## src/hw/rtl/assert_macros.svh

```systemverilog
// assertion helpers for the rtl files, included by the top-level module
`ifndef ASSERT_MACROS_SVH
`define ASSERT_MACROS_SVH

`ifndef SYNTHESIS

// antecedent implies consequent on the same edge
`define ASSERT_IMPLY(lbl, clk, rstn, ante, cons) \
    lbl: assert property (@(posedge clk) disable iff (!rstn) (ante) |-> (cons)) \
        else $error("implication check failed");

// condition must never be seen
`define ASSERT_NEVER(lbl, clk, rstn, expr) \
    lbl: assert property (@(posedge clk) disable iff (!rstn) !(expr)) \
        else $error("forbidden condition seen");

`else

`define ASSERT_IMPLY(lbl, clk, rstn, ante, cons)
`define ASSERT_NEVER(lbl, clk, rstn, expr)

`endif

`endif

```

## src/hw/rtl/i2cagu_pkg.sv

```systemverilog
package i2cagu_pkg;

    // geometry limits
    localparam int MAX_DIM    = 1024;
    localparam int MAX_KERNEL = 16;
    localparam int MAX_BATCH  = 256;

    // field and register widths
    localparam int DIM_W    = 11;
    localparam int BATCH_W  = 9;
    localparam int KERN_W   = 5;
    localparam int SRC_W    = 38;
    localparam int DST_W    = 46;

    // stream and config port widths
    localparam int TDATA_IN_W   = 8;
    localparam int TDATA_OUT_W  = 88;
    localparam int TUSER_W      = 1;
    localparam int CFG_ADDR_W   = 3;
    localparam int CFG_DATA_W   = 11;
    localparam int IN_RESTART_BIT = 0;

    // command queue
    localparam int Q_DEPTH = 2;
    localparam int Q_AW    = $clog2(Q_DEPTH);

    // divider for output rows/cols
    localparam int DIVD_W     = 10;
    localparam int DIV_STEPS  = DIVD_W;
    localparam int DIV_CNT_W  = $clog2(DIV_STEPS);

    // shared multiply-add unit
    localparam int MAC_A_W   = 29;
    localparam int MAC_B_W   = 18;
    localparam int MAC_ADD_W = 28;
    localparam int MAC_M_W   = MAC_A_W + MAC_B_W;
    localparam int MAC_P_W   = MAC_M_W + 1;

    // register indexes of the config port
    typedef enum logic [CFG_ADDR_W-1:0] {
        CFG_IMG_HEIGHT    = 3'd0,
        CFG_IMG_WIDTH     = 3'd1,
        CFG_NUM_CHANNELS  = 3'd2,
        CFG_BATCH_SIZE    = 3'd3,
        CFG_KERNEL_HEIGHT = 3'd4,
        CFG_KERNEL_WIDTH  = 3'd5,
        CFG_STRIDE        = 3'd6
    } t_cfg_idx;

    typedef struct packed {
        logic [DIM_W-1:0]   img_height;
        logic [DIM_W-1:0]   img_width;
        logic [DIM_W-1:0]   num_channels;
        logic [BATCH_W-1:0] batch_size;
        logic [KERN_W-1:0]  kernel_height;
        logic [KERN_W-1:0]  kernel_width;
        logic [KERN_W-1:0]  stride;
    } t_cfg;

    localparam t_cfg CFG_RESET = '{
        img_height:    11'd1,
        img_width:     11'd1,
        num_channels:  11'd1,
        batch_size:    9'd1,
        kernel_height: 5'd1,
        kernel_width:  5'd1,
        stride:        5'd1
    };

    // command classes held in the queue
    typedef enum logic [0:0] {
        CMD_ADVANCE = 1'b0,
        CMD_RESTART = 1'b1
    } t_cmd;

    typedef struct packed {
        logic valid;
        t_cmd cmd;
    } t_q_word;

    typedef struct packed {
        logic              start;
        logic [DIVD_W-1:0] dividend;
        logic [KERN_W-1:0] divisor;
    } t_div_req;

    typedef struct packed {
        logic              done;
        logic [DIVD_W-1:0] quotient;
    } t_div_rsp;

    // back-end sequencer states
    typedef enum logic [2:0] {
        ST_IDLE,
        ST_DIV_H,
        ST_DIV_W,
        ST_MAC,
        ST_OUT
    } t_bstate;

    // multiply-add steps, in issue order
    typedef enum logic [3:0] {
        OP_NT,
        OP_TOT,
        OP_BC,
        OP_ROW,
        OP_COL,
        OP_SRC1,
        OP_SRC,
        OP_OR,
        OP_ORW,
        OP_OC,
        OP_OCOL,
        OP_DST
    } t_op;

    // zero reads as one, too large reads as the maximum
    function automatic logic [DIM_W-1:0] clamp_dim(input logic [CFG_DATA_W-1:0] v);
        logic [DIM_W-1:0] res;
        if (v == '0) begin
            res = DIM_W'(1);
        end else if (v > CFG_DATA_W'(MAX_DIM)) begin
            res = DIM_W'(MAX_DIM);
        end else begin
            res = DIM_W'(v);
        end
        return res;
    endfunction

    function automatic logic [BATCH_W-1:0] clamp_batch(input logic [CFG_DATA_W-1:0] v);
        logic [BATCH_W-1:0] res;
        if (v == '0) begin
            res = BATCH_W'(1);
        end else if (v > CFG_DATA_W'(MAX_BATCH)) begin
            res = BATCH_W'(MAX_BATCH);
        end else begin
            res = BATCH_W'(v);
        end
        return res;
    endfunction

    function automatic logic [KERN_W-1:0] clamp_kern(input logic [CFG_DATA_W-1:0] v);
        logic [KERN_W-1:0] res;
        if (v == '0) begin
            res = KERN_W'(1);
        end else if (v > CFG_DATA_W'(MAX_KERNEL)) begin
            res = KERN_W'(MAX_KERNEL);
        end else begin
            res = KERN_W'(v);
        end
        return res;
    endfunction

endpackage

```

## src/hw/rtl/i2cagu_front.sv

```systemverilog
module i2cagu_front (
    input  logic                              i_clk,
    input  logic                              i_rst_n,
    input  logic                              s_axis_tvalid,
    output logic                              s_axis_tready,
    // [0] restart, [7:1] zero fill
    input  logic [i2cagu_pkg::TDATA_IN_W-1:0] s_axis_tdata,
    input  logic                              i_pop,
    output i2cagu_pkg::t_q_word               o_q
);
    import i2cagu_pkg::*;

    t_cmd             r_mem [Q_DEPTH];
    logic [Q_AW-1:0]  r_wptr;
    logic [Q_AW-1:0]  r_rptr;
    logic [Q_AW:0]    r_count;
    logic             w_push;
    t_cmd             w_cmd;

    // classify the incoming word
    assign w_cmd = s_axis_tdata[IN_RESTART_BIT] ? CMD_RESTART : CMD_ADVANCE;

    assign s_axis_tready = (r_count != (Q_AW+1)'(Q_DEPTH));
    assign w_push        = s_axis_tvalid && s_axis_tready;

    // queue pointers and fill level
    always_ff @(posedge i_clk) begin
        if (!i_rst_n) begin
            r_wptr  <= '0;
            r_rptr  <= '0;
            r_count <= '0;
        end else begin
            if (w_push) begin
                r_wptr <= r_wptr + 1'b1;
            end
            if (i_pop) begin
                r_rptr <= r_rptr + 1'b1;
            end
            case ({w_push, i_pop})
                2'b10:   r_count <= r_count + 1'b1;
                2'b01:   r_count <= r_count - 1'b1;
                default: r_count <= r_count;
            endcase
        end
    end

    // command storage
    always_ff @(posedge i_clk) begin
        if (w_push) begin
            r_mem[r_wptr] <= w_cmd;
        end
    end

    assign o_q.valid = (r_count != '0);
    assign o_q.cmd   = r_mem[r_rptr];

endmodule

```

## src/hw/rtl/i2cagu_div.sv

```systemverilog
module i2cagu_div (
    input  logic                 i_clk,
    input  logic                 i_rst_n,
    input  i2cagu_pkg::t_div_req i_req,
    output i2cagu_pkg::t_div_rsp o_rsp
);
    import i2cagu_pkg::*;

    logic                 r_busy;
    logic                 r_done;
    logic [DIV_CNT_W-1:0] r_cnt;
    logic [DIVD_W-1:0]    r_quo;
    logic [KERN_W-1:0]    r_rem;
    logic [KERN_W-1:0]    r_dvs;
    logic [KERN_W:0]      w_rem_sh;
    logic                 w_fit;
    logic [KERN_W-1:0]    w_rem_nx;

    // one restoring step per cycle
    assign w_rem_sh = {r_rem, r_quo[DIVD_W-1]};
    assign w_fit    = (w_rem_sh >= {1'b0, r_dvs});
    assign w_rem_nx = w_fit ? KERN_W'(w_rem_sh - {1'b0, r_dvs}) : KERN_W'(w_rem_sh);

    // step control
    always_ff @(posedge i_clk) begin
        if (!i_rst_n) begin
            r_busy <= 1'b0;
            r_done <= 1'b0;
            r_cnt  <= '0;
        end else begin
            r_done <= 1'b0;
            if (i_req.start) begin
                r_busy <= 1'b1;
                r_cnt  <= '0;
            end else if (r_busy) begin
                r_cnt <= r_cnt + 1'b1;
                if (r_cnt == DIV_CNT_W'(DIV_STEPS - 1)) begin
                    r_busy <= 1'b0;
                    r_done <= 1'b1;
                end
            end
        end
    end

    // quotient shifts in as dividend bits shift out
    always_ff @(posedge i_clk) begin
        if (i_req.start) begin
            r_quo <= i_req.dividend;
            r_rem <= '0;
            r_dvs <= i_req.divisor;
        end else if (r_busy) begin
            r_quo <= {r_quo[DIVD_W-2:0], w_fit};
            r_rem <= w_rem_nx;
        end
    end

    assign o_rsp.done     = r_done;
    assign o_rsp.quotient = r_quo;

endmodule

```

## src/hw/rtl/i2cagu_back.sv

```systemverilog
module i2cagu_back (
    input  logic                         i_clk,
    input  logic                         i_rst_n,
    input  i2cagu_pkg::t_cfg             i_cfg,
    input  logic                         i_cfg_wr,
    input  logic                         i_shape_err,
    input  i2cagu_pkg::t_q_word          i_q,
    output logic                         o_pop,
    output logic                         o_tvalid,
    input  logic                         i_tready,
    output logic [i2cagu_pkg::SRC_W-1:0] o_src_index,
    output logic [i2cagu_pkg::DST_W-1:0] o_dst_index,
    output logic                         o_last,
    output logic                         o_shape_error
);
    import i2cagu_pkg::*;

    function automatic t_op next_op(input t_op op);
        t_op res;
        case (op)
            OP_NT:   res = OP_TOT;
            OP_TOT:  res = OP_BC;
            OP_BC:   res = OP_ROW;
            OP_ROW:  res = OP_COL;
            OP_COL:  res = OP_SRC1;
            OP_SRC1: res = OP_SRC;
            OP_SRC:  res = OP_OR;
            OP_OR:   res = OP_ORW;
            OP_ORW:  res = OP_OC;
            OP_OC:   res = OP_OCOL;
            OP_OCOL: res = OP_DST;
            default: res = OP_DST;
        endcase
        return res;
    endfunction

    t_bstate r_state, n_state;
    t_op     r_op, n_op;

    // walk position
    logic [7:0] r_batch_count;
    logic [9:0] r_chan_count;
    logic [9:0] r_win_row;
    logic [9:0] r_win_col;
    logic [3:0] r_kern_row;
    logic [3:0] r_kern_col;
    logic       r_walk_done;

    // geometry
    logic             r_geo_ok;
    logic [DIM_W-1:0] r_oh;
    logic [DIM_W-1:0] r_ow;
    logic             r_err;

    // partial products
    logic [17:0] r_bc;
    logic [13:0] r_row;
    logic [13:0] r_col;
    logic [28:0] r_src1;
    logic [SRC_W-1:0] r_src;
    logic [13:0] r_or;
    logic [17:0] r_orow;
    logic [17:0] r_oc;
    logic [27:0] r_ocol;
    logic [18:0] r_nt;
    logic [28:0] r_tot;
    logic [DST_W-1:0] r_dst;

    // output register
    logic             r_out_valid;
    logic [SRC_W-1:0] r_out_src;
    logic [DST_W-1:0] r_out_dst;
    logic             r_out_last;
    logic             r_out_err;

    t_div_req w_div_req;
    t_div_rsp w_div_rsp;

    logic                 w_load_out;
    logic                 w_out_free;
    logic [DIVD_W-1:0]    w_h_room;
    logic [DIVD_W-1:0]    w_w_room;
    logic [MAC_A_W-1:0]   w_a;
    logic [MAC_B_W-1:0]   w_b;
    logic [MAC_ADD_W-1:0] w_add;
    logic [MAC_M_W-1:0]   w_mul;
    logic [MAC_P_W-1:0]   w_mac;
    logic w_kc_wrap, w_kr_wrap, w_wc_wrap, w_wr_wrap, w_ch_wrap, w_b_wrap;
    logic w_c1, w_c2, w_c3, w_c4, w_c5;
    logic w_is_last;

    i2cagu_div u_div (
        .i_clk   (i_clk),
        .i_rst_n (i_rst_n),
        .i_req   (w_div_req),
        .o_rsp   (w_div_rsp)
    );

    // room left for the window, to be divided by the stride
    assign w_h_room = DIVD_W'(i_cfg.img_height - DIM_W'(i_cfg.kernel_height));
    assign w_w_room = DIVD_W'(i_cfg.img_width - DIM_W'(i_cfg.kernel_width));

    assign w_out_free = !r_out_valid || i_tready;

    // counter carries, same test as the end-of-walk check
    assign w_kc_wrap = ((KERN_W'(r_kern_col) + KERN_W'(1)) >= i_cfg.kernel_width);
    assign w_kr_wrap = ((KERN_W'(r_kern_row) + KERN_W'(1)) >= i_cfg.kernel_height);
    assign w_wc_wrap = ((DIM_W'(r_win_col) + DIM_W'(1)) >= r_ow);
    assign w_wr_wrap = ((DIM_W'(r_win_row) + DIM_W'(1)) >= r_oh);
    assign w_ch_wrap = ((DIM_W'(r_chan_count) + DIM_W'(1)) >= i_cfg.num_channels);
    assign w_b_wrap  = ((BATCH_W'(r_batch_count) + BATCH_W'(1)) >= i_cfg.batch_size);
    assign w_c1 = w_kc_wrap;
    assign w_c2 = w_c1 && w_kr_wrap;
    assign w_c3 = w_c2 && w_wc_wrap;
    assign w_c4 = w_c3 && w_wr_wrap;
    assign w_c5 = w_c4 && w_ch_wrap;
    assign w_is_last = w_c5 && w_b_wrap;

    // sequencer next state
    always_comb begin
        n_state    = r_state;
        n_op       = r_op;
        o_pop      = 1'b0;
        w_load_out = 1'b0;
        w_div_req.start    = 1'b0;
        w_div_req.dividend = w_h_room;
        w_div_req.divisor  = i_cfg.stride;
        case (r_state)
            ST_IDLE: begin
                if (i_q.valid) begin
                    o_pop = 1'b1;
                    if (i_shape_err) begin
                        n_state = ST_OUT;
                    end else if (!r_geo_ok) begin
                        w_div_req.start = 1'b1;
                        n_state         = ST_DIV_H;
                    end else begin
                        n_op    = OP_BC;
                        n_state = ST_MAC;
                    end
                end
            end
            ST_DIV_H: begin
                w_div_req.dividend = w_w_room;
                if (w_div_rsp.done) begin
                    w_div_req.start = 1'b1;
                    n_state         = ST_DIV_W;
                end
            end
            ST_DIV_W: begin
                if (w_div_rsp.done) begin
                    n_op    = OP_NT;
                    n_state = ST_MAC;
                end
            end
            ST_MAC: begin
                if (r_op == OP_DST) begin
                    n_state = ST_OUT;
                end else begin
                    n_op = next_op(r_op);
                end
            end
            ST_OUT: begin
                if (w_out_free) begin
                    w_load_out = 1'b1;
                    n_state    = ST_IDLE;
                end
            end
            default: n_state = ST_IDLE;
        endcase
    end

    always_ff @(posedge i_clk) begin
        if (!i_rst_n) begin
            r_state <= ST_IDLE;
            r_op    <= OP_BC;
        end else begin
            r_state <= n_state;
            r_op    <= n_op;
        end
    end

    // operand select for the multiply-add
    always_comb begin
        w_a   = '0;
        w_b   = '0;
        w_add = '0;
        case (r_op)
            OP_NT: begin
                w_a = MAC_A_W'(r_oh);
                w_b = MAC_B_W'(i_cfg.batch_size);
            end
            OP_TOT: begin
                w_a = MAC_A_W'(r_nt);
                w_b = MAC_B_W'(r_ow);
            end
            OP_BC: begin
                w_a   = MAC_A_W'(i_cfg.num_channels);
                w_b   = MAC_B_W'(r_batch_count);
                w_add = MAC_ADD_W'(r_chan_count);
            end
            OP_ROW: begin
                w_a   = MAC_A_W'(i_cfg.stride);
                w_b   = MAC_B_W'(r_win_row);
                w_add = MAC_ADD_W'(r_kern_row);
            end
            OP_COL: begin
                w_a   = MAC_A_W'(i_cfg.stride);
                w_b   = MAC_B_W'(r_win_col);
                w_add = MAC_ADD_W'(r_kern_col);
            end
            OP_SRC1: begin
                w_a   = MAC_A_W'(r_bc);
                w_b   = MAC_B_W'(i_cfg.img_height);
                w_add = MAC_ADD_W'(r_row);
            end
            OP_SRC: begin
                w_a   = MAC_A_W'(r_src1);
                w_b   = MAC_B_W'(i_cfg.img_width);
                w_add = MAC_ADD_W'(r_col);
            end
            OP_OR: begin
                w_a   = MAC_A_W'(i_cfg.kernel_height);
                w_b   = MAC_B_W'(r_chan_count);
                w_add = MAC_ADD_W'(r_kern_row);
            end
            OP_ORW: begin
                w_a   = MAC_A_W'(r_or);
                w_b   = MAC_B_W'(i_cfg.kernel_width);
                w_add = MAC_ADD_W'(r_kern_col);
            end
            OP_OC: begin
                w_a   = MAC_A_W'(r_oh);
                w_b   = MAC_B_W'(r_batch_count);
                w_add = MAC_ADD_W'(r_win_row);
            end
            OP_OCOL: begin
                w_a   = MAC_A_W'(r_oc);
                w_b   = MAC_B_W'(r_ow);
                w_add = MAC_ADD_W'(r_win_col);
            end
            OP_DST: begin
                w_a   = MAC_A_W'(r_tot);
                w_b   = MAC_B_W'(r_orow);
                w_add = MAC_ADD_W'(r_ocol);
            end
            default: begin
                w_a   = '0;
                w_b   = '0;
                w_add = '0;
            end
        endcase
    end

    assign w_mul = MAC_M_W'(w_a) * MAC_M_W'(w_b);
    assign w_mac = MAC_P_W'(w_mul) + MAC_P_W'(w_add);

    // partial product registers
    always_ff @(posedge i_clk) begin
        if (r_state == ST_MAC) begin
            case (r_op)
                OP_NT:   r_nt   <= w_mac[18:0];
                OP_TOT:  r_tot  <= w_mac[28:0];
                OP_BC:   r_bc   <= w_mac[17:0];
                OP_ROW:  r_row  <= w_mac[13:0];
                OP_COL:  r_col  <= w_mac[13:0];
                OP_SRC1: r_src1 <= w_mac[28:0];
                OP_SRC:  r_src  <= w_mac[SRC_W-1:0];
                OP_OR:   r_or   <= w_mac[13:0];
                OP_ORW:  r_orow <= w_mac[17:0];
                OP_OC:   r_oc   <= w_mac[17:0];
                OP_OCOL: r_ocol <= w_mac[27:0];
                OP_DST:  r_dst  <= w_mac[DST_W-1:0];
                default: r_dst  <= r_dst;
            endcase
        end
    end

    // output rows and columns from the divider
    always_ff @(posedge i_clk) begin
        if (r_state == ST_DIV_H && w_div_rsp.done) begin
            r_oh <= DIM_W'(w_div_rsp.quotient) + DIM_W'(1);
        end
        if (r_state == ST_DIV_W && w_div_rsp.done) begin
            r_ow <= DIM_W'(w_div_rsp.quotient) + DIM_W'(1);
        end
        if (o_pop) begin
            r_err <= i_shape_err;
        end
    end

    // geometry goes stale on any config write
    always_ff @(posedge i_clk) begin
        if (!i_rst_n) begin
            r_geo_ok <= 1'b0;
        end else if (i_cfg_wr) begin
            r_geo_ok <= 1'b0;
        end else if (r_state == ST_MAC && r_op == OP_TOT) begin
            r_geo_ok <= 1'b1;
        end
    end

    // walk counters: restart when a restart word is popped, advance when the word is handed out
    always_ff @(posedge i_clk) begin
        if (!i_rst_n || (o_pop && i_q.cmd == CMD_RESTART)) begin
            r_batch_count <= '0;
            r_chan_count  <= '0;
            r_win_row     <= '0;
            r_win_col     <= '0;
            r_kern_row    <= '0;
            r_kern_col    <= '0;
            r_walk_done   <= 1'b0;
        end else if (w_load_out && !r_err && !r_walk_done) begin
            if (w_is_last) begin
                r_walk_done <= 1'b1;
            end else begin
                r_kern_col <= w_kc_wrap ? '0 : r_kern_col + 1'b1;
                if (w_c1) begin
                    r_kern_row <= w_kr_wrap ? '0 : r_kern_row + 1'b1;
                end
                if (w_c2) begin
                    r_win_col <= w_wc_wrap ? '0 : r_win_col + 1'b1;
                end
                if (w_c3) begin
                    r_win_row <= w_wr_wrap ? '0 : r_win_row + 1'b1;
                end
                if (w_c4) begin
                    r_chan_count <= w_ch_wrap ? '0 : r_chan_count + 1'b1;
                end
                if (w_c5) begin
                    r_batch_count <= w_b_wrap ? '0 : r_batch_count + 1'b1;
                end
            end
        end
    end

    // output word register
    always_ff @(posedge i_clk) begin
        if (!i_rst_n) begin
            r_out_valid <= 1'b0;
        end else if (w_load_out) begin
            r_out_valid <= 1'b1;
        end else if (i_tready) begin
            r_out_valid <= 1'b0;
        end
    end

    always_ff @(posedge i_clk) begin
        if (w_load_out) begin
            r_out_src  <= r_err ? '0 : r_src;
            r_out_dst  <= r_err ? '0 : r_dst;
            r_out_last <= r_err || r_walk_done || w_is_last;
            r_out_err  <= r_err;
        end
    end

    assign o_tvalid      = r_out_valid;
    assign o_src_index   = r_out_src;
    assign o_dst_index   = r_out_dst;
    assign o_last        = r_out_last;
    assign o_shape_error = r_out_err;

endmodule

```

## src/hw/rtl/im2col_address_generator_unit.sv

```systemverilog
// im2col index generator for a batch of NCHW images. Each input word advances the walk by
// one pair (or restarts it at the first pair) and yields the flat source index into the image
// tensor and the flat destination index into the row-major column matrix; the final pair
// carries tlast, and a kernel larger than the image gives a zero pair with tuser and tlast set.
// A normal word pulls the command from a two-entry queue, runs ten steps of the single shared
// multiply-add unit that builds both indices, and loads the output register. A shape-error
// word goes straight to the output register. The first word after any config write runs two
// 10-step serial divisions for the output rows and columns and two more multiply-add steps for
// the column-matrix width. The queue keeps taking words while it has room, also while the back
// end computes or waits on a stalled output. Config writes are only legal while idle.
`include "assert_macros.svh"

module im2col_address_generator_unit (
    input  logic                               i_clk,
    input  logic                               i_rst_n,
    // input stream
    input  logic                               s_axis_tvalid,
    output logic                               s_axis_tready,
    // [0] restart, [7:1] zero fill
    input  logic [i2cagu_pkg::TDATA_IN_W-1:0]  s_axis_tdata,
    // output stream
    output logic                               m_axis_tvalid,
    input  logic                               m_axis_tready,
    // [37:0] src_index, [83:38] dst_index, [87:84] zero fill
    output logic [i2cagu_pkg::TDATA_OUT_W-1:0] m_axis_tdata,
    output logic                               m_axis_tlast,
    // [0] shape_error
    output logic [i2cagu_pkg::TUSER_W-1:0]     m_axis_tuser,
    // config write port
    input  logic                               i_cfg_we,
    input  logic [i2cagu_pkg::CFG_ADDR_W-1:0]  i_cfg_addr,
    input  logic [i2cagu_pkg::CFG_DATA_W-1:0]  i_cfg_wdata
);
    import i2cagu_pkg::*;

    t_cfg             r_cfg;
    t_q_word          w_q;
    logic             w_pop;
    logic             w_shape_err;
    logic [SRC_W-1:0] w_src;
    logic [DST_W-1:0] w_dst;
    logic             w_shape_flag;

    // config registers, clamped on write
    always_ff @(posedge i_clk) begin
        if (!i_rst_n) begin
            r_cfg <= CFG_RESET;
        end else if (i_cfg_we) begin
            case (i_cfg_addr)
                CFG_IMG_HEIGHT:    r_cfg.img_height    <= clamp_dim(i_cfg_wdata);
                CFG_IMG_WIDTH:     r_cfg.img_width     <= clamp_dim(i_cfg_wdata);
                CFG_NUM_CHANNELS:  r_cfg.num_channels  <= clamp_dim(i_cfg_wdata);
                CFG_BATCH_SIZE:    r_cfg.batch_size    <= clamp_batch(i_cfg_wdata);
                CFG_KERNEL_HEIGHT: r_cfg.kernel_height <= clamp_kern(i_cfg_wdata);
                CFG_KERNEL_WIDTH:  r_cfg.kernel_width  <= clamp_kern(i_cfg_wdata);
                CFG_STRIDE:        r_cfg.stride        <= clamp_kern(i_cfg_wdata);
                default:           r_cfg <= r_cfg;
            endcase
        end
    end

    // kernel does not fit the image
    assign w_shape_err = (DIM_W'(r_cfg.kernel_height) > r_cfg.img_height) ||
                         (DIM_W'(r_cfg.kernel_width) > r_cfg.img_width);

    i2cagu_front u_front (
        .i_clk         (i_clk),
        .i_rst_n       (i_rst_n),
        .s_axis_tvalid (s_axis_tvalid),
        .s_axis_tready (s_axis_tready),
        .s_axis_tdata  (s_axis_tdata),
        .i_pop         (w_pop),
        .o_q           (w_q)
    );

    i2cagu_back u_back (
        .i_clk         (i_clk),
        .i_rst_n       (i_rst_n),
        .i_cfg         (r_cfg),
        .i_cfg_wr      (i_cfg_we),
        .i_shape_err   (w_shape_err),
        .i_q           (w_q),
        .o_pop         (w_pop),
        .o_tvalid      (m_axis_tvalid),
        .i_tready      (m_axis_tready),
        .o_src_index   (w_src),
        .o_dst_index   (w_dst),
        .o_last        (m_axis_tlast),
        .o_shape_error (w_shape_flag)
    );

    // pack the output word
    assign m_axis_tdata = {(TDATA_OUT_W - SRC_W - DST_W)'(0), w_dst, w_src};
    assign m_axis_tuser = TUSER_W'(w_shape_flag);

    // checks
    `ASSERT_NEVER(a_pop_when_empty, i_clk, i_rst_n, w_pop && !w_q.valid)
    `ASSERT_IMPLY(a_err_is_last, i_clk, i_rst_n, m_axis_tvalid && w_shape_flag, m_axis_tlast && (w_src == '0) && (w_dst == '0))
    `ASSERT_IMPLY(a_err_matches_cfg, i_clk, i_rst_n, m_axis_tvalid && w_shape_flag, w_shape_err)

endmodule
```

## config.mk

```make
export PLATFORM = sky130hd
export DESIGN_NAME = im2col_address_generator_unit
export DESIGN_NICKNAME = d
export VERILOG_FILES = /design/src/hw/rtl/i2cagu_pkg.sv /design/src/hw/rtl/i2cagu_front.sv /design/src/hw/rtl/i2cagu_div.sv /design/src/hw/rtl/i2cagu_back.sv /design/src/hw/rtl/im2col_address_generator_unit.sv
export VERILOG_INCLUDE_DIRS = /design/src /design/src/hw/rtl
export SDC_FILE = /design/constraint.sdc
export NUM_CORES = 2
export LEC_CHECK = 0
export BUFFER_PORTS_ARGS = -buffer_cell sky130_fd_sc_hd__buf_2
export CAP_MARGIN = 20
export CORE_ASPECT_RATIO = 0.7
export CORE_MARGIN = 1
export CORE_UTILIZATION = 58
export CTS_CLUSTER_SIZE = 14
export DETAILED_ROUTE_END_ITERATION = 10
export GPL_TIMING_DRIVEN = 0
export PLACE_DENSITY_LB_ADDON = 0.15
export SETUP_SLACK_MARGIN = 0.4
export SLEW_MARGIN = 20
export SYNTH_ARGS = -nofsm -noshare
export SYNTH_HDL_FRONTEND = slang
export SYNTH_SLANG_ARGS = --single-unit
```

## constraint.sdc

```tcl
create_clock -name i_clk -period 8 [get_ports i_clk]
set_input_delay 0.4 -clock i_clk [delete_from_list [all_inputs] [get_ports i_clk]]
set_output_delay 0.4 -clock i_clk [all_outputs]
set_load 0.005 [all_outputs]
```

* Word level (Yosys, flattened, before mapping)
Memory sizes are Yosys's and may differ from the RTL's. A register that Yosys moved wholly into a read port is not among the register bits.
Cells that the tools add are included.
W data, S select, Z words.
** Cells by class
- $lt $le $gt $ge :: 12
- Multiplexer cells :: 56
- Bitwise gates (word level) :: 3
- Reduce and logical (&&, ||, !) cells :: 67
- Add/sub/neg operators :: 22
- Equal/unequal tests :: 33
- Multipliers :: 1
** Operator list (count)
- $pmux W29 S10 :: 1
- $pmux W28 S8 :: 1
- $pmux W18 S10 :: 1
- $mux W10 :: 6
- $add A46 B28 Y46 :: 1
- $mul A29 B18 Y46 :: 1
- $add A10 B1 Y11 const B :: 4
- $reduce_and A2 Y1 :: 21
- $mux W4 :: 9
- $ge A11 B11 Y1 :: 3
- $add A10 B1 Y10 const B :: 3
- $gt A5 B11 Y1 :: 2
- $mux W11 :: 2
- $eq A4 B4 Y1 const B :: 5
- $sub A10 B5 Y10 :: 2
- $mux W1 :: 19
- $mux W3 :: 6
- $mux W9 :: 2
- $eq A4 B3 Y1 const B :: 4
- $reduce_or A2 Y1 :: 8
- $mux W5 :: 3
- $pmux W3 S5 :: 1
- $reduce_and A3 Y1 :: 5
- $add A4 B1 Y4 const B :: 3
- 39 further kinds :: 81
** Word-level totals
- Logic and storage cells :: 242
- Register bits after elaboration :: 537
- Memories kept :: 2
- RAM bits :: 2
- Output and inout port bits :: 92
- Bits in read-only memories :: 64
** Memory list
- (name not given) :: depth 16, bits a word 4, read ports 1, clocked after memory_dff 1, wr ports 0, RTL line i2cagu_back.sv:20 : case (op)
- u_front.r_mem :: depth 2, bits a word 1, read ports 1, clocked after memory_dff 1, wr ports 1, RTL line i2cagu_front.sv:13 : t_cmd r_mem [Q_DEPTH];

* Longest topological paths before layout
- Word-level depth :: 9
- Mapped depth :: 33
- Gate-level depth less buffers :: 29

* Cells and area by module
From an unflattened synthesis, not the netlist that was laid out.
** Second synthesis, totals
- Cells, all modules :: 4037
- Area total of the unflattened synthesis :: 41423.5 um^2
** Modules (own cells, without submodules)
- i2cagu_back :: sequential area each 13032.5 um^2, cells an instance 3590, instances 1, area an instance 37163.1 um^2
- im2col_address_generator_unit :: sequential area each 1141.1 um^2, cells an instance 314, instances 1, area an instance 2640.0 um^2
- i2cagu_div :: sequential area each 670.6 um^2, cells an instance 107, instances 1, area an instance 1321.3 um^2
- i2cagu_front :: sequential area each 160.2 um^2, cells an instance 26, instances 1, area an instance 299.0 um^2

* Worst setup path before layout
No wires, ideal clock.
- Path kind :: reg-to-reg
- From :: reg u_back.r_op[3]
- To :: reg u_back.r_dst[40] (data pin)
- Data required time :: 7.735 ns
- Period minus slack after synthesis :: 7.932 ns
- Arrival time :: 7.667 ns
- Cell stages (with the launch flop) :: 30
- Setup time :: 0.265 ns
- Slack :: 0.068 ns
- Cells stage by stage :: dfxtp_1 clkbuf_1 nand2b_1 nor3_1 or2_2 clkbuf_1 a22o_1 nor3_2 clkbuf_1 nor2_1 fa_1 inv_1 fa_1 inv_1 fa_1 fa_1 fa_1 inv_1 fa_1 inv_1 ha_1 and4_1 nand2_1 a2bb2oi_1 a32oi_1 and4_1 o21a_1 o41ai_1 or4_1 nand3_1
** Between the ends
- Cells in the longest elaborated chain, start to end :: 5
- Elaborated cells between the ends (all ways) :: 23
** RTL lines
- from (decl) :: RTL line i2cagu_back.sv:38 : t_op r_op, n_op;
- from (signal assigned) :: RTL line i2cagu_back.sv:179 : r_op <= n_op;
- $eq A4 B4 Y1, or another cell as far along :: RTL line i2cagu_back.sv:188 : case (r_op)
- $reduce_or A2 Y1 (no line)
- $pmux W29 S10 / $pmux W18 S10 (equally long branches) :: RTL line i2cagu_back.sv:188
- $mul A29 B18 Y46 :: RTL line i2cagu_back.sv:255 : assign w_mul = MAC_M_W'(w_a) * MAC_M_W'(w_b);
- $add A46 B28 Y46 * :: RTL line i2cagu_back.sv:256 : assign w_mac = MAC_P_W'(w_mul) + MAC_P_W'(w_add);
- net u_back.w_mac[40] :: RTL line i2cagu_back.sv:87 : logic [MAC_P_W-1:0] w_mac;
- to (signal assigned) :: RTL line i2cagu_back.sv:273 : OP_DST: r_dst <= w_mac[DST_W-1:0];
- to (signal assigned) :: RTL line i2cagu_back.sv:274 : default: r_dst <= r_dst;
- to (decl) :: RTL line i2cagu_back.sv:67 : logic [DST_W-1:0] r_dst;
The timed path passes the listed nets; every way through them passes the cells marked *.
A chain may end at the register's enable or synchronous reset.

* Final worst setup path
- From :: reg u_back.r_op[2]
- To :: reg u_back.r_src[36] (data pin)
** Between the ends
- Cells in the longest elaborated chain, start to end :: 5
- Elaborated cells between the ends (all ways) :: 23
** RTL lines
- $eq A4 B4 Y1, or another cell as far along :: RTL line i2cagu_back.sv:188
- $reduce_or A2 Y1 (no line)
- $pmux W29 S10 / $pmux W18 S10 (equally long branches) :: RTL line i2cagu_back.sv:188
- $mul A29 B18 Y46 :: RTL line i2cagu_back.sv:255
- $add A46 B28 Y46 * :: RTL line i2cagu_back.sv:256
- net u_back.w_mac[36] :: RTL line i2cagu_back.sv:87
- to (signal assigned) :: RTL line i2cagu_back.sv:268 : OP_SRC: r_src <= w_mac[SRC_W-1:0];
- to (decl) :: RTL line i2cagu_back.sv:60 : logic [SRC_W-1:0] r_src;
Marks and branches as above.

==> results.yml <==
die:
  die_h_um: 225
  ioPinCount: 119
  fp.dieW_um: 320
  rows: 81
  dieArea_sq_um: 71900
  core_sq_um: 69900
  start_util: 0.587
timing:
  fmax_mhz: 121
  setup_viol: 13
  min_period_ns: 8.28
  setup_ws_ns: -0.284
  tightestPinTransition_ns: 1.25
  slew_headroom: 0.164
  slew_violations: 0
  post-route-period-util: 1.04
  hold_viol: 0
  fin_skew_ns: 0.0214
  grt_setup_unrepaired: "yes"
clocking:
  cts_buffers: 52
  clk_latency_ns: 0.63
  cts_tree: "done"
  cts-root-buf: "clkbuf_16"
  clk_pin_slew_worst_paths_ns: 0.07
  clk_path_buf_depth: 3
  cts.sinks: 544
  h-tree-depth: 2
global_route:
  grt-ovfl-total: 0
  grt_pass1_wl_um: 210000
  antenna_found_initial: 2
  grt_max_degree: 48
  grtUsageTotal: 0.408
  first_global_vias: 30870
power:
  power_switching_mw: 1.87
  seqPwrFrac: 0.500
  p_clk_frac: 0.357
  p_int_mw: 4.85
  p_per_area_nw_per_um2: 137
  peakVddDrop_uv: 180
  pwr-share-comb: 0.142
  p_leak_nw: 20.7
  totalPowerFinal_mw: 6.71
  p_sw_frac: 0.278
synthesis:
  synth.avg_cell_area_sq_um: 10.0
  ys_types: 77
  ys.flop_type: "edfxtp_1"
  synth_area_sq_um: 41100
  netlist_instances: 4087
  synthTopCellsByArea: "edfxtp_1 (30%), fa_1 (22%), ha_1 (6.7%)"
  synth-warning-count: 0
  synth-seq-cells: 544
  synth_edf_count: 411
  yosys.area.top_type: "edfxtp_1"
  synth_seq_area_share: 0.365
  async_flop_share: 0
  yosysTopAreaCellShare: 0.300
detailed_routing:
  vias: 33017
  drt_wl_total_um: 146000
  wl_per_cell_um: 27.0
  dr.pass1.iters: 8
  drt_iter0_drc: 4819
  routed_via_density: 6.13
  drc_errors: 0
  drtAntennaViolNets: 0
setup_path:
  critPathLaunchType: "flop"
  critPathKind: "flop to flop"
  cp_slowest_cell: "fa_2"
  cp_num_buf_inv: 7
  cp.arrival_ns: 8.70
  crit_required_ns: 8.42
  end_kind: "flop"
  critPathTopFamily: "adder cells"
  cp_common_cell: "fa_1"
  cp_max_fo: 6
  max_stage_delay_ns: 0.60
placement:
  gp_congestion: 1.06
  io_buffers: 106
  dp_hpwl_um: 111000
cells_and_area:
  fin_util: 0.699
  final_nets: 5142
  drive_above_1_share: 0.174
  area_delta_synth_final_pct: 19.1
hold_path:
  worst_hold_path_type: "primary input to flop"
status:
  run_status: "finished with violations"
  failed_checks: "setup timing"
job:
  max-cap-violations: 0
[cell type report]
cell class	instances	area, sq um
buffer	189	1800
sequential	544	15000
antenna	1	2.50
clock inverter	33	270
tap	913	1140
clock buffer	61	1350
timing repair buffer	292	2370
inverter	649	2440
multi-input combinational	2707	24500
fill	5249	21000
[layout by cell type (no fill, tap or decap), types with 17 or more instances in the layout]
cell | netlist | final
a21o_1 | 40 | 40
clkbuf_1 | 161 | 71
ha_1 | 220 | 204
inv_2 | 0 | 20
nor2b_1 | 110 | 109
nand4_1 | 17 | 17
and2_1 | 38 | 28
fa_2 | 0 | 25
nand2_1 | 595 | 569
clkbuf_4 | 0 | 22
mux2i_1 | 26 | 21
a22oi_1 | 85 | 73
buf_2 | 7 | 117
buf_12 | 0 | 29
o211ai_1 | 18 | 18
buf_4 | 4 | 137
nand3_1 | 76 | 71
clkbuf_16 | 0 | 70
a21oi_1 | 147 | 133
nand2b_1 | 22 | 18
buf_6 | 1 | 22
nor2_1 | 347 | 326
fa_1 | 460 | 435
a222oi_1 | 23 | 23
clkbuf_8 | 0 | 39
nand2_2 | 0 | 18
nor3_1 | 44 | 27
dfxtp_1 | 133 | 130
inv_1 | 649 | 629
edfxtp_1 | 411 | 411
o21ai_0 | 77 | 68
xor2_1 | 39 | 30
xnor2_1 | 65 | 47
[worst register-to-register path, delay by kind of cell (launching register included)]
kind	cells	cell delay [ns]
compound gates	5	1.17
fa+ha+maj	7	3.37
buf+inv	7	1.13
flops	1	0.44
simple gates	9	1.97
[cells by family after synthesis]
logic type	share of synthesized area
xor+xnor	0.0222
simple gates	0.146
other cells	0.0000913
fa+ha+maj	0.291
compound gates	0.0893
buf+inv	0.0775
mux	0.00798
flops	0.365
[worst paths after layout]
path | from | endpoint | slack [ns] | depth (start not counted)
max | u_back.r_op[2] | u_back.r_src[36] | -0.28 | 28
min | i_cfg_wdata[0] | r_cfg[15] | 0.04 | 3
max reg2reg | u_back.r_op[2] | u_back.r_src[36] | -0.28 | 28
min reg2reg | u_back.u_div.r_rem[4] | u_back.u_div.r_rem[4] | 0.47 | 2
[state kept, by name (all words and copies together) (netlist names), 14 cells and up, named ones only]
| signal | count |
|---|---|
| r_cfg | 57 |
| u_back.o_dst_index | 46 |
| u_back.r_dst | 46 |
| u_back.o_src_index | 38 |
| u_back.r_src | 38 |
| u_back.r_src1 | 29 |
| u_back.r_tot | 29 |
| u_back.r_ocol | 28 |
| u_back.r_nt | 19 |
| u_back.r_bc | 18 |
| u_back.r_oc | 18 |
| u_back.r_orow | 18 |
| u_back.r_col | 14 |
| u_back.r_or | 14 |
| u_back.r_row | 14 |
[cells in the mapped netlist, drive strengths merged, types with 4 or more instances]
cell	number
a211o	9
a211oi	18
a21boi	6
a21o	40
a21oi	149
a221o	10
a221oi	13
a222oi	23
a22o	19
a22oi	85
a2bb2oi	8
a31oi	6
and2	39
and3	17
and4	13
buf	30
clkbuf	161
dfxtp	133
edfxtp	411
fa	460
ha	220
inv	649
mux2	6
mux2i	26
nand2	596
nand2b	22
nand3	76
nand4	17
nor2	348
nor2b	110
nor3	46
nor4	12
o2111ai	4
o211ai	18
o21a	12
o21ai	81
o21bai	6
o31ai	10
or2	19
or3	14
or4	11
xnor2	65
xor2	39
[power groups by stage]
stage	Combinational [mW]	Clock (mW)	Sequential, mW
6_report	0.956	2.40	3.36
5_1_grt	1.05	2.50	3.37
4_1_cts	0.933	2.39	3.35
3_5_place_dp	0.910	0	3.42
3_3_place_gp	0.876	0	3.42
2_1_floorplan	0.589	0	3.38
[per-layer routing]
metal	vias up	GRT usage	share of wire
li1	14067	-	-
met1	16094	0.606	0.41
met2	2562	0.484	0.35
met3	292	0.259	0.21
met4	2	0.0909	0.028
met5	-	0	0.0012
[repair_timing]
item / in CTS / in global routing
setup endpoints to repair: 237 / 153
endpoints found under the hold margin: 2 / 0
cloned: 4 / 0
gates resized for setup: 571 / 71
pin swaps: 117 / 34
setup buffers: 128 / 24
hold buffers: 1 / 0
[metrics by stage]
step | instance area (sq um) | cells | hold WS, ns | setup slack, ns | setup TNS (ns)
floorplan | 41200 | 4090 | 0.430 | 0.406 | 0
global placement | 42900 | 5109 | 0.448 | -2.48 | -292.04
detailed placement | 43300 | 5138 | 0.453 | -2.46 | -280.97
CTS | 48400 | 5363 | 0.0241 | -0.0877 | -0.185
global route | 48900 | 5388 | 0.0470 | -0.369 | -4.51
finish | 48900 | 5389 | 0.0442 | -0.284 | -2.12
No activity file was read; power rests on OpenSTA's default activity.
